### config.mk
export PLATFORM = sky130hd
export DESIGN_NAME = mp2d_seq
export DESIGN_NICKNAME = d
export VERILOG_FILES = /design/src/hw/rtl/mp2d_pkg.sv /design/src/hw/rtl/mp2d_seq.sv
export SDC_FILE = /design/constraint.sdc
export NUM_CORES = 1
export LEC_CHECK = 0
export BUFFER_PORTS_ARGS = -buffer_cell sky130_fd_sc_hd__buf_4
export CAP_MARGIN = 40
export CORE_MARGIN = 4
export CORE_UTILIZATION = 40
export CTS_BUF_LIST = sky130_fd_sc_hd__clkbuf_8
export DETAILED_ROUTE_END_ITERATION = 6
export SETUP_SLACK_MARGIN = 0.15
export SLEW_MARGIN = 20
export SYNTH_ARGS = -nofsm -noshare
export SYNTH_HDL_FRONTEND = slang
export SYNTH_SLANG_ARGS = --single-unit
### constraint.sdc
create_clock -name clock -period 8 [get_ports clock]
set_input_delay 0.4 -clock clock [delete_from_list [all_inputs] [get_ports clock]]
set_output_delay 0.4 -clock clock [all_outputs]
set_load 0.01 [all_outputs]
### src/hw/rtl/mp2d_pkg.sv
// Shared types and constants for the streaming 2-D max pooling block.
// No dependencies; used by mp2d_seq, mp2d_rmw and max_pool_2d_stream.
`default_nettype none

package mp2d_pkg;

   // Pixel and register widths fixed by the interface, height bound and reset dimension
   localparam int PIXEL_W      = 16;
   localparam int DIM_W        = 11;
   localparam int CSR_INDEX_W  = 1;
   localparam int HEIGHT_LIMIT = 1024;
   localparam int RESET_DIM    = 256;

   // Configuration register indexes
   typedef enum logic [CSR_INDEX_W-1:0] {
      CSR_IMAGE_WIDTH  = 1'b0,
      CSR_IMAGE_HEIGHT = 1'b1
   } csr_index_type;

   // Control bits that travel with one read-modify-write operation
   typedef struct packed {
      logic first;          // first pixel of the window: overwrite, read value ignored
      logic emit;           // window completes here and a result is reported
      logic end_of_row;
      logic end_of_frame;
      logic end_of_run;
   } op_flags_type;

endpackage

`default_nettype wire

### src/hw/rtl/mp2d_seq.sv
// Position tracking and window sequencer: walks the windows that cover each pixel.
// Depends on mp2d_pkg; issues one memory operation per covering window.
`default_nettype none

module mp2d_seq #(
   parameter int POOL_SIZE = 2,
   parameter int STRIDE    = 2,
   parameter int COLS      = 512,
   parameter int RS        = 1,
   parameter int WW        = 11,
   parameter int JW        = 9,
   parameter int SLW       = 1,
   parameter int AW        = 9
) (
   input  wire logic                               clock,
   input  wire logic                               reset,
   input  wire logic                               restart,
   input  wire logic [WW-1:0]                      img_w,
   input  wire logic [mp2d_pkg::DIM_W-1:0]         img_h,
   input  wire logic                               req_valid,
   input  wire logic signed [mp2d_pkg::PIXEL_W-1:0] req_pixel,
   output logic                                    req_stall,
   input  wire logic                               issue_ok,
   output logic                                    op_valid,
   output logic [AW-1:0]                           op_addr,
   output logic signed [mp2d_pkg::PIXEL_W-1:0]     op_pixel,
   output mp2d_pkg::op_flags_type                  op_flags
);

   localparam int HW = mp2d_pkg::DIM_W;
   localparam int EW = WW + 4;
   localparam int EH = HW + 4;
   localparam logic [EW-1:0] C_PM1  = EW'(POOL_SIZE - 1);
   localparam logic [EW-1:0] C_STEP = EW'(STRIDE);
   localparam logic [EH-1:0] R_PM1  = EH'(POOL_SIZE - 1);
   localparam logic [EH-1:0] R_STEP = EH'(STRIDE);
   localparam logic [SLW-1:0] SLOT_LAST = SLW'(RS - 1);

   // Position of the next pixel and first covering window in each direction
   logic [WW-1:0]  col_ff, col_in;
   logic [JW-1:0]  jf_ff, jf_in;
   logic [EW-1:0]  jfs_ff, jfs_in;
   logic [HW-1:0]  row_ff, row_in;
   logic [EH-1:0]  kfs_ff, kfs_in;
   logic [SLW-1:0] kfslot_ff, kfslot_in;

   // Pixel under work and its window iterator
   logic                                cur_valid_ff, cur_valid_in;
   logic signed [mp2d_pkg::PIXEL_W-1:0] pix_ff, pix_in;
   logic [HW-1:0]  cr_ff, cr_in;
   logic [WW-1:0]  cc_ff, cc_in;
   logic           r_last_ff, r_last_in;
   logic           c_last_ff, c_last_in;
   logic           multi_ff, multi_in;
   logic [JW-1:0]  jf_c_ff, jf_c_in;
   logic [EW-1:0]  jfs_c_ff, jfs_c_in;
   logic [JW-1:0]  j_ff, j_in;
   logic [EW-1:0]  js_ff, js_in;
   logic [EH-1:0]  ks_ff, ks_in;
   logic [SLW-1:0] slot_ff, slot_in;
   logic [1:0]     n_ff, n_in;

   logic [EW-1:0] col_e, cc_e, w_e;
   logic [EH-1:0] row_e, cr_e, h_e;
   logic pos_in_window, c_last_pos, r_last_pos, multi_pos;
   logic row_last, col_last, emit, last_j, last_k, last_op;
   logic fire, done, accept;

   assign col_e = EW'(col_ff);
   assign cc_e  = EW'(cc_ff);
   assign w_e   = EW'(img_w);
   assign row_e = EH'(row_ff);
   assign cr_e  = EH'(cr_ff);
   assign h_e   = EH'(img_h);

   // Classify the next pixel
   assign pos_in_window = (kfs_ff <= row_e) && (jfs_ff <= col_e);
   assign c_last_pos    = (col_e + EW'(1)) == w_e;
   assign r_last_pos    = (row_e + EH'(1)) == h_e;
   assign multi_pos     = (c_last_pos && ((jfs_ff + C_STEP) <= col_e)) ||
                          (r_last_pos && ((kfs_ff + R_STEP) <= row_e));

   // Decode the current window of the current pixel
   assign row_last = r_last_ff || ((ks_ff + R_PM1) == cr_e);
   assign col_last = c_last_ff || ((js_ff + C_PM1) == cc_e);
   assign emit     = row_last && col_last && !n_ff[1];
   assign last_j   = (js_ff + C_STEP) > cc_e;
   assign last_k   = (ks_ff + R_STEP) > cr_e;
   assign last_op  = last_j && last_k;

   assign fire      = cur_valid_ff && issue_ok;
   assign done      = fire && last_op;
   assign req_stall = cur_valid_ff && !done;
   assign accept    = req_valid && !req_stall;

   assign op_valid = cur_valid_ff;
   assign op_pixel = pix_ff;
   assign op_addr  = AW'(AW'(slot_ff) * AW'(COLS) + AW'(j_ff));

   always_comb begin
      op_flags.first        = (ks_ff == EH'(cr_ff)) && (js_ff == EW'(cc_ff));
      op_flags.emit         = emit;
      op_flags.end_of_row   = (js_ff + C_STEP) >= w_e;
      op_flags.end_of_frame = ((js_ff + C_STEP) >= w_e) && ((ks_ff + R_STEP) >= h_e);
      op_flags.end_of_run   = emit && ((n_ff == 2'd1) || !multi_ff);
   end

   // Next-state logic
   always_comb begin
      col_in       = col_ff;
      jf_in        = jf_ff;
      jfs_in       = jfs_ff;
      row_in       = row_ff;
      kfs_in       = kfs_ff;
      kfslot_in    = kfslot_ff;
      cur_valid_in = cur_valid_ff;
      pix_in       = pix_ff;
      cr_in        = cr_ff;
      cc_in        = cc_ff;
      r_last_in    = r_last_ff;
      c_last_in    = c_last_ff;
      multi_in     = multi_ff;
      jf_c_in      = jf_c_ff;
      jfs_c_in     = jfs_c_ff;
      j_in         = j_ff;
      js_in        = js_ff;
      ks_in        = ks_ff;
      slot_in      = slot_ff;
      n_in         = n_ff;

      // Step to the next covering window
      if (fire && !last_op) begin
         n_in = n_ff + {1'b0, emit};
         if (last_j) begin
            j_in    = jf_c_ff;
            js_in   = jfs_c_ff;
            ks_in   = ks_ff + R_STEP;
            slot_in = (slot_ff == SLOT_LAST) ? '0 : slot_ff + SLW'(1);
         end else begin
            j_in  = j_ff + JW'(1);
            js_in = js_ff + C_STEP;
         end
      end

      if (done) begin
         cur_valid_in = 1'b0;
      end

      // Take a new item: load the iterator if it lies in a window, advance the position
      if (accept) begin
         if (pos_in_window) begin
            cur_valid_in = 1'b1;
            pix_in       = req_pixel;
            cr_in        = row_ff;
            cc_in        = col_ff;
            r_last_in    = r_last_pos;
            c_last_in    = c_last_pos;
            multi_in     = multi_pos;
            jf_c_in      = jf_ff;
            jfs_c_in     = jfs_ff;
            j_in         = jf_ff;
            js_in        = jfs_ff;
            ks_in        = kfs_ff;
            slot_in      = kfslot_ff;
            n_in         = 2'd0;
         end
         if (c_last_pos) begin
            col_in = '0;
            jf_in  = '0;
            jfs_in = '0;
            if (r_last_pos) begin
               row_in    = '0;
               kfs_in    = '0;
               kfslot_in = '0;
            end else begin
               row_in = row_ff + HW'(1);
               if ((kfs_ff + R_PM1) < (row_e + EH'(1))) begin
                  kfs_in    = kfs_ff + R_STEP;
                  kfslot_in = (kfslot_ff == SLOT_LAST) ? '0 : kfslot_ff + SLW'(1);
               end
            end
         end else begin
            col_in = col_ff + WW'(1);
            if ((jfs_ff + C_PM1) < (col_e + EW'(1))) begin
               jf_in  = jf_ff + JW'(1);
               jfs_in = jfs_ff + C_STEP;
            end
         end
      end

      // Restart the frame on a register write
      if (restart) begin
         col_in    = '0;
         jf_in     = '0;
         jfs_in    = '0;
         row_in    = '0;
         kfs_in    = '0;
         kfslot_in = '0;
      end
   end

   // Control registers
   always_ff @(posedge clock) begin
      if (reset) begin
         col_ff       <= '0;
         jf_ff        <= '0;
         jfs_ff       <= '0;
         row_ff       <= '0;
         kfs_ff       <= '0;
         kfslot_ff    <= '0;
         cur_valid_ff <= 1'b0;
         n_ff         <= 2'd0;
      end else begin
         col_ff       <= col_in;
         jf_ff        <= jf_in;
         jfs_ff       <= jfs_in;
         row_ff       <= row_in;
         kfs_ff       <= kfs_in;
         kfslot_ff    <= kfslot_in;
         cur_valid_ff <= cur_valid_in;
         n_ff         <= n_in;
      end
   end

   // Payload registers
   always_ff @(posedge clock) begin
      pix_ff    <= pix_in;
      cr_ff     <= cr_in;
      cc_ff     <= cc_in;
      r_last_ff <= r_last_in;
      c_last_ff <= c_last_in;
      multi_ff  <= multi_in;
      jf_c_ff   <= jf_c_in;
      jfs_c_ff  <= jfs_c_in;
      j_ff      <= j_in;
      js_ff     <= js_in;
      ks_ff     <= ks_in;
      slot_ff   <= slot_in;
   end

endmodule

`default_nettype wire

==> flow_metrics.py <==
metrics = {
    "critical_path": {
        "crit_fanout": 26,
        "crit_family": "simple AND/OR/NAND/NOR gates",
        "rr_worst_depth": 14,
        "cpPeakStageDelay_ps": 810,
        "crit_path_top_delay_cell": "and2_1",
        "reg2reg_to": "j_ff[2]",
        "path_common_cell": "nand4_1",
        "worstSetupStartpointType": "flop",
        "critical_path_class": "flop to flop",
        "worstPathRequired_ps": 8350,
        "reg2reg_from": "js_ff[4]",
        "critPathBufInv": 1,
        "cp_cell_sequence": "nand4_1 -> nor2_1 -> and3_1 -> xor2_1 -> ha_1 -> nand4_1 -> or4_1 -> o311ai_0 -> and4_1 -> buf_4 -> a21o_1 -> and2_1 -> a21oi_1 -> mux2_2",
        "crit_path_end_kind": "flop",
        "reg2reg_slack_ps": 2860,
        "arrival_ps": 5480,
    },
    "die": {
        "die_w_um": 180,
        "core_area_um2": 28900,
        "die_h_um": 180,
        "die_area_um2": 32300,
        "ios": 75,
        "initial_utilization_pct": 40.9,
        "rows": 62,
    },
    "place": {
        "place.gp.congestion": 0.948,
        "hpwl_mm": 26.3,
        "dpl-instance-area_um2": 12600,
        "port_buffers": 74,
    },
    "route": {
        "drt_iter0_markers": 976,
        "drc": 0,
        "routed-via-count": 9947,
        "firstDrtPassIters": 5,
        "avgViaCountPerCell": 5.65,
        "met1_length_mm": 16.7,
        "wl_met2_mm": 14.7,
        "dr.max_layer_used": "met4",
        "wl_per_cell_um": 19.2,
        "ant_nets": 0,
        "wl_met3_mm": 1.63,
        "wirelength_mm": 33.9,
    },
    "yosys": {
        "synth_nets": 1502,
        "yosys_register_bits": 165,
        "synth_xor_area_share_pct": 9.83,
        "avgSynthCellArea_um2": 8.79,
        "yosysSeqAreaShare_pct": 33.5,
        "synth_cell_types": 77,
        "synthFlopType": "dfxtp_1",
        "synth_top_area_share_pct": 17.0,
        "synthArstFlopShare_pct": 0,
        "synth_compound_area_share_pct": 16.7,
        "yosys.area_share.simple_pct": 18.7,
        "synth_top_family_by_area": "simple AND/OR/NAND/NOR gates",
        "synth-edff-count": 65,
        "synth_area_leaders": "dfxtp_1, edfxtp_1, ha_1",
        "synth_area_leader_cell": "dfxtp_1",
        "synth.area.mux_share_pct": 2.62,
        "synth_adder_area_share_pct": 12.4,
        "yosys_warnings": 0,
        "netlist_area_um2": 11800,
        "syn_inst": 1342,
    },
    "timing": {
        "final.setup.tns_ps": 0,
        "fin_skew_ps": 20.5,
        "report.final.slew_viol_count": 0,
        "rsz0062_at_grt": "false",
        "min_period_over_period_pct": 64.2,
        "worst_pin_slew_ps": 878,
        "fmax_mhz": 195,
        "finalHoldViolations": 0,
        "slew_headroom_pct": 41.5,
        "finalSetupViolations": 0,
        "fin_crit_ps": 5140,
    },
    "pwr": {
        "ir_drop_v": 0.000100,
        "power_density_nw_per_um2": 165,
        "cellLeakagePower_nw": 5.24,
    },
    "layout": {
        "final_cell_mix": "ha_1, dfxtp_1, nand2_1, inv_1, buf_4",
        "diodes": 0,
        "final_common_cell": "ha_1",
        "layout.nets": 1525,
        "final-seq-area_um2": 3950,
        "final_cell_area_um2": 13000,
        "multi_input_area_um2": 7140,
        "syn_to_final_growth_pct": 10.0,
        "drive_gt1_share_pct": 11.7,
        "fillers": 2835,
    },
    "clocking": {
        "cts_buffer_depth": 2,
        "cts-root-buf": "clkbuf_8",
        "clock_sinks": 165,
        "cts_buffers": 17,
        "ctsHoldBuffers": 0,
        "clkTransAtPathRegs_ps": 100,
        "worstSkewPairLatency_ps": 470,
        "cts_resized": 0,
        "cts.htree.levels": 4,
        "cts_tree": "done",
        "cts_setup_buffers": 0,
    },
    "global_route": {
        "grt_start_max_net_pins": 52,
        "antenna_found_initial": 1,
        "grt_pass1_vias": 9303,
        "gr-total-overflow": 0,
        "grt_pass1_wl_mm": 53.1,
        "track_usage_pct": 20.4,
    },
    "hold_path": {
        "hold_path_depth": 1,
        "hold_path_class": "primary input to flop",
        "min_from": "req_pixel[8]",
        "min_delay_worst_endpoint": "op_pixel[8]",
    },
    "run": {
        "max-cap-violations": 0,
    },
    "run_status": {
        "status": "finished, final reports clean",
    },
}
sequential cells by signal, indices dropped and copies added, names as in the netlist:
signal	cells
c_last_ff	1
cc_ff	11
col_ff	11
cr_ff	11
j_ff	9
jf_c_ff	9
jf_ff	9
jfs_c_ff	14
jfs_ff	14
js_ff	15
kfs_ff	14
ks_ff	15
multi_ff	1
n_ff	2
op_pixel	16
op_valid	1
r_last_ff	1
row_ff	11
per-stage QoR:
step | power [mW] | hold slack (ps) | util (%) | cells | setup WS, ps
floorplan | 1.35 | 403 | - | 1342 | 1960
global placement | 1.53 | 481 | 43.5 | 1728 | 3190
detailed placement | 1.52 | 489 | 43.6 | 1729 | 3040
CTS | 2.16 | 61.6 | 44.9 | 1761 | 2990
global route | 2.25 | 64.1 | 45.0 | 1762 | 2550
finish | 2.14 | 100 | 45.0 | 1762 | 2860
kinds of logic after synthesis:
family / Yosys count
DFF: 165
xor gates and xnor gates: 123
adders and majority gates: 117
muxes: 29
other: 1
AOI/OAI and AO/OA: 299
and+or+nand+nor: 432
buffers and inverters: 176
layer usage:
| metal | global-route usage (%) | vias up |
|---|---|---|
| met2 | 30.5 | 294 |
| met5 | 0 | - |
| met4 | 6.71 | 0 |
| met3 | 2.34 | 56 |
| li1 | - | 4869 |
| met1 | 30.8 | 4728 |
report_power, final:
group | leakage [nW] | internal (mW) | total (mW) | switching [mW]
clock network | 0.198 | 0.289 | 0.631 | 0.342
registers | 1.45 | 0.931 | 0.999 | 0.0678
logic | 3.59 | 0.215 | 0.513 | 0.298
area by class of cell:
class,count,area share (%)
Tap cell,384,3.70
Multi-Input combinational cell,1001,55.0
Clock inverter,14,1.16
Timing Repair Buffer,86,4.98
Sequential cell,165,30.5
Inverter,94,2.76
Clock buffer,18,1.91
synthesized netlist by cell type (all sizes together) (5+ instances only):
| cell | number |
|---|---|
| ha | 117 |
| dfxtp | 100 |
| nand2 | 98 |
| inv | 93 |
| nor2 | 79 |
| nand3 | 78 |
| xnor2 | 78 |
| a21oi | 77 |
| edfxtp | 65 |
| o21ai | 63 |
| clkbuf | 50 |
| xor2 | 39 |
| buf | 32 |
| a21o | 31 |
| nor3 | 30 |
| nand4 | 26 |
| and3 | 22 |
| a211oi | 20 |
| o21a | 18 |
| nor4 | 17 |
| mux2 | 15 |
| mux2i | 14 |
| and2 | 13 |
| a31oi | 11 |
| nor2b | 11 |
| or3 | 11 |
| or2 | 10 |
| and4 | 9 |
| nand2b | 9 |
| o31ai | 9 |
| o211ai | 8 |
| a2111oi | 7 |
| a21boi | 7 |
| or4 | 7 |
| xnor3 | 6 |
| a221oi | 5 |
| a31o | 5 |
worst max path at each step:
stage	to	cells past startpoint	slack [ps]	from
after CTS	j_ff[2]	14	2990	js_ff[2]
after detailed placement	j_ff[2]	14	3040	js_ff[2]
after global routing	j_ff[8]	14	2550	js_ff[4]
after global placement	js_ff[9]	14	3190	js_ff[2]
after floorplan	ks_ff[2]	14	1960	ks_ff[2]
final	j_ff[2]	14	2860	js_ff[4]
Power figures use the tool's default switching activity.
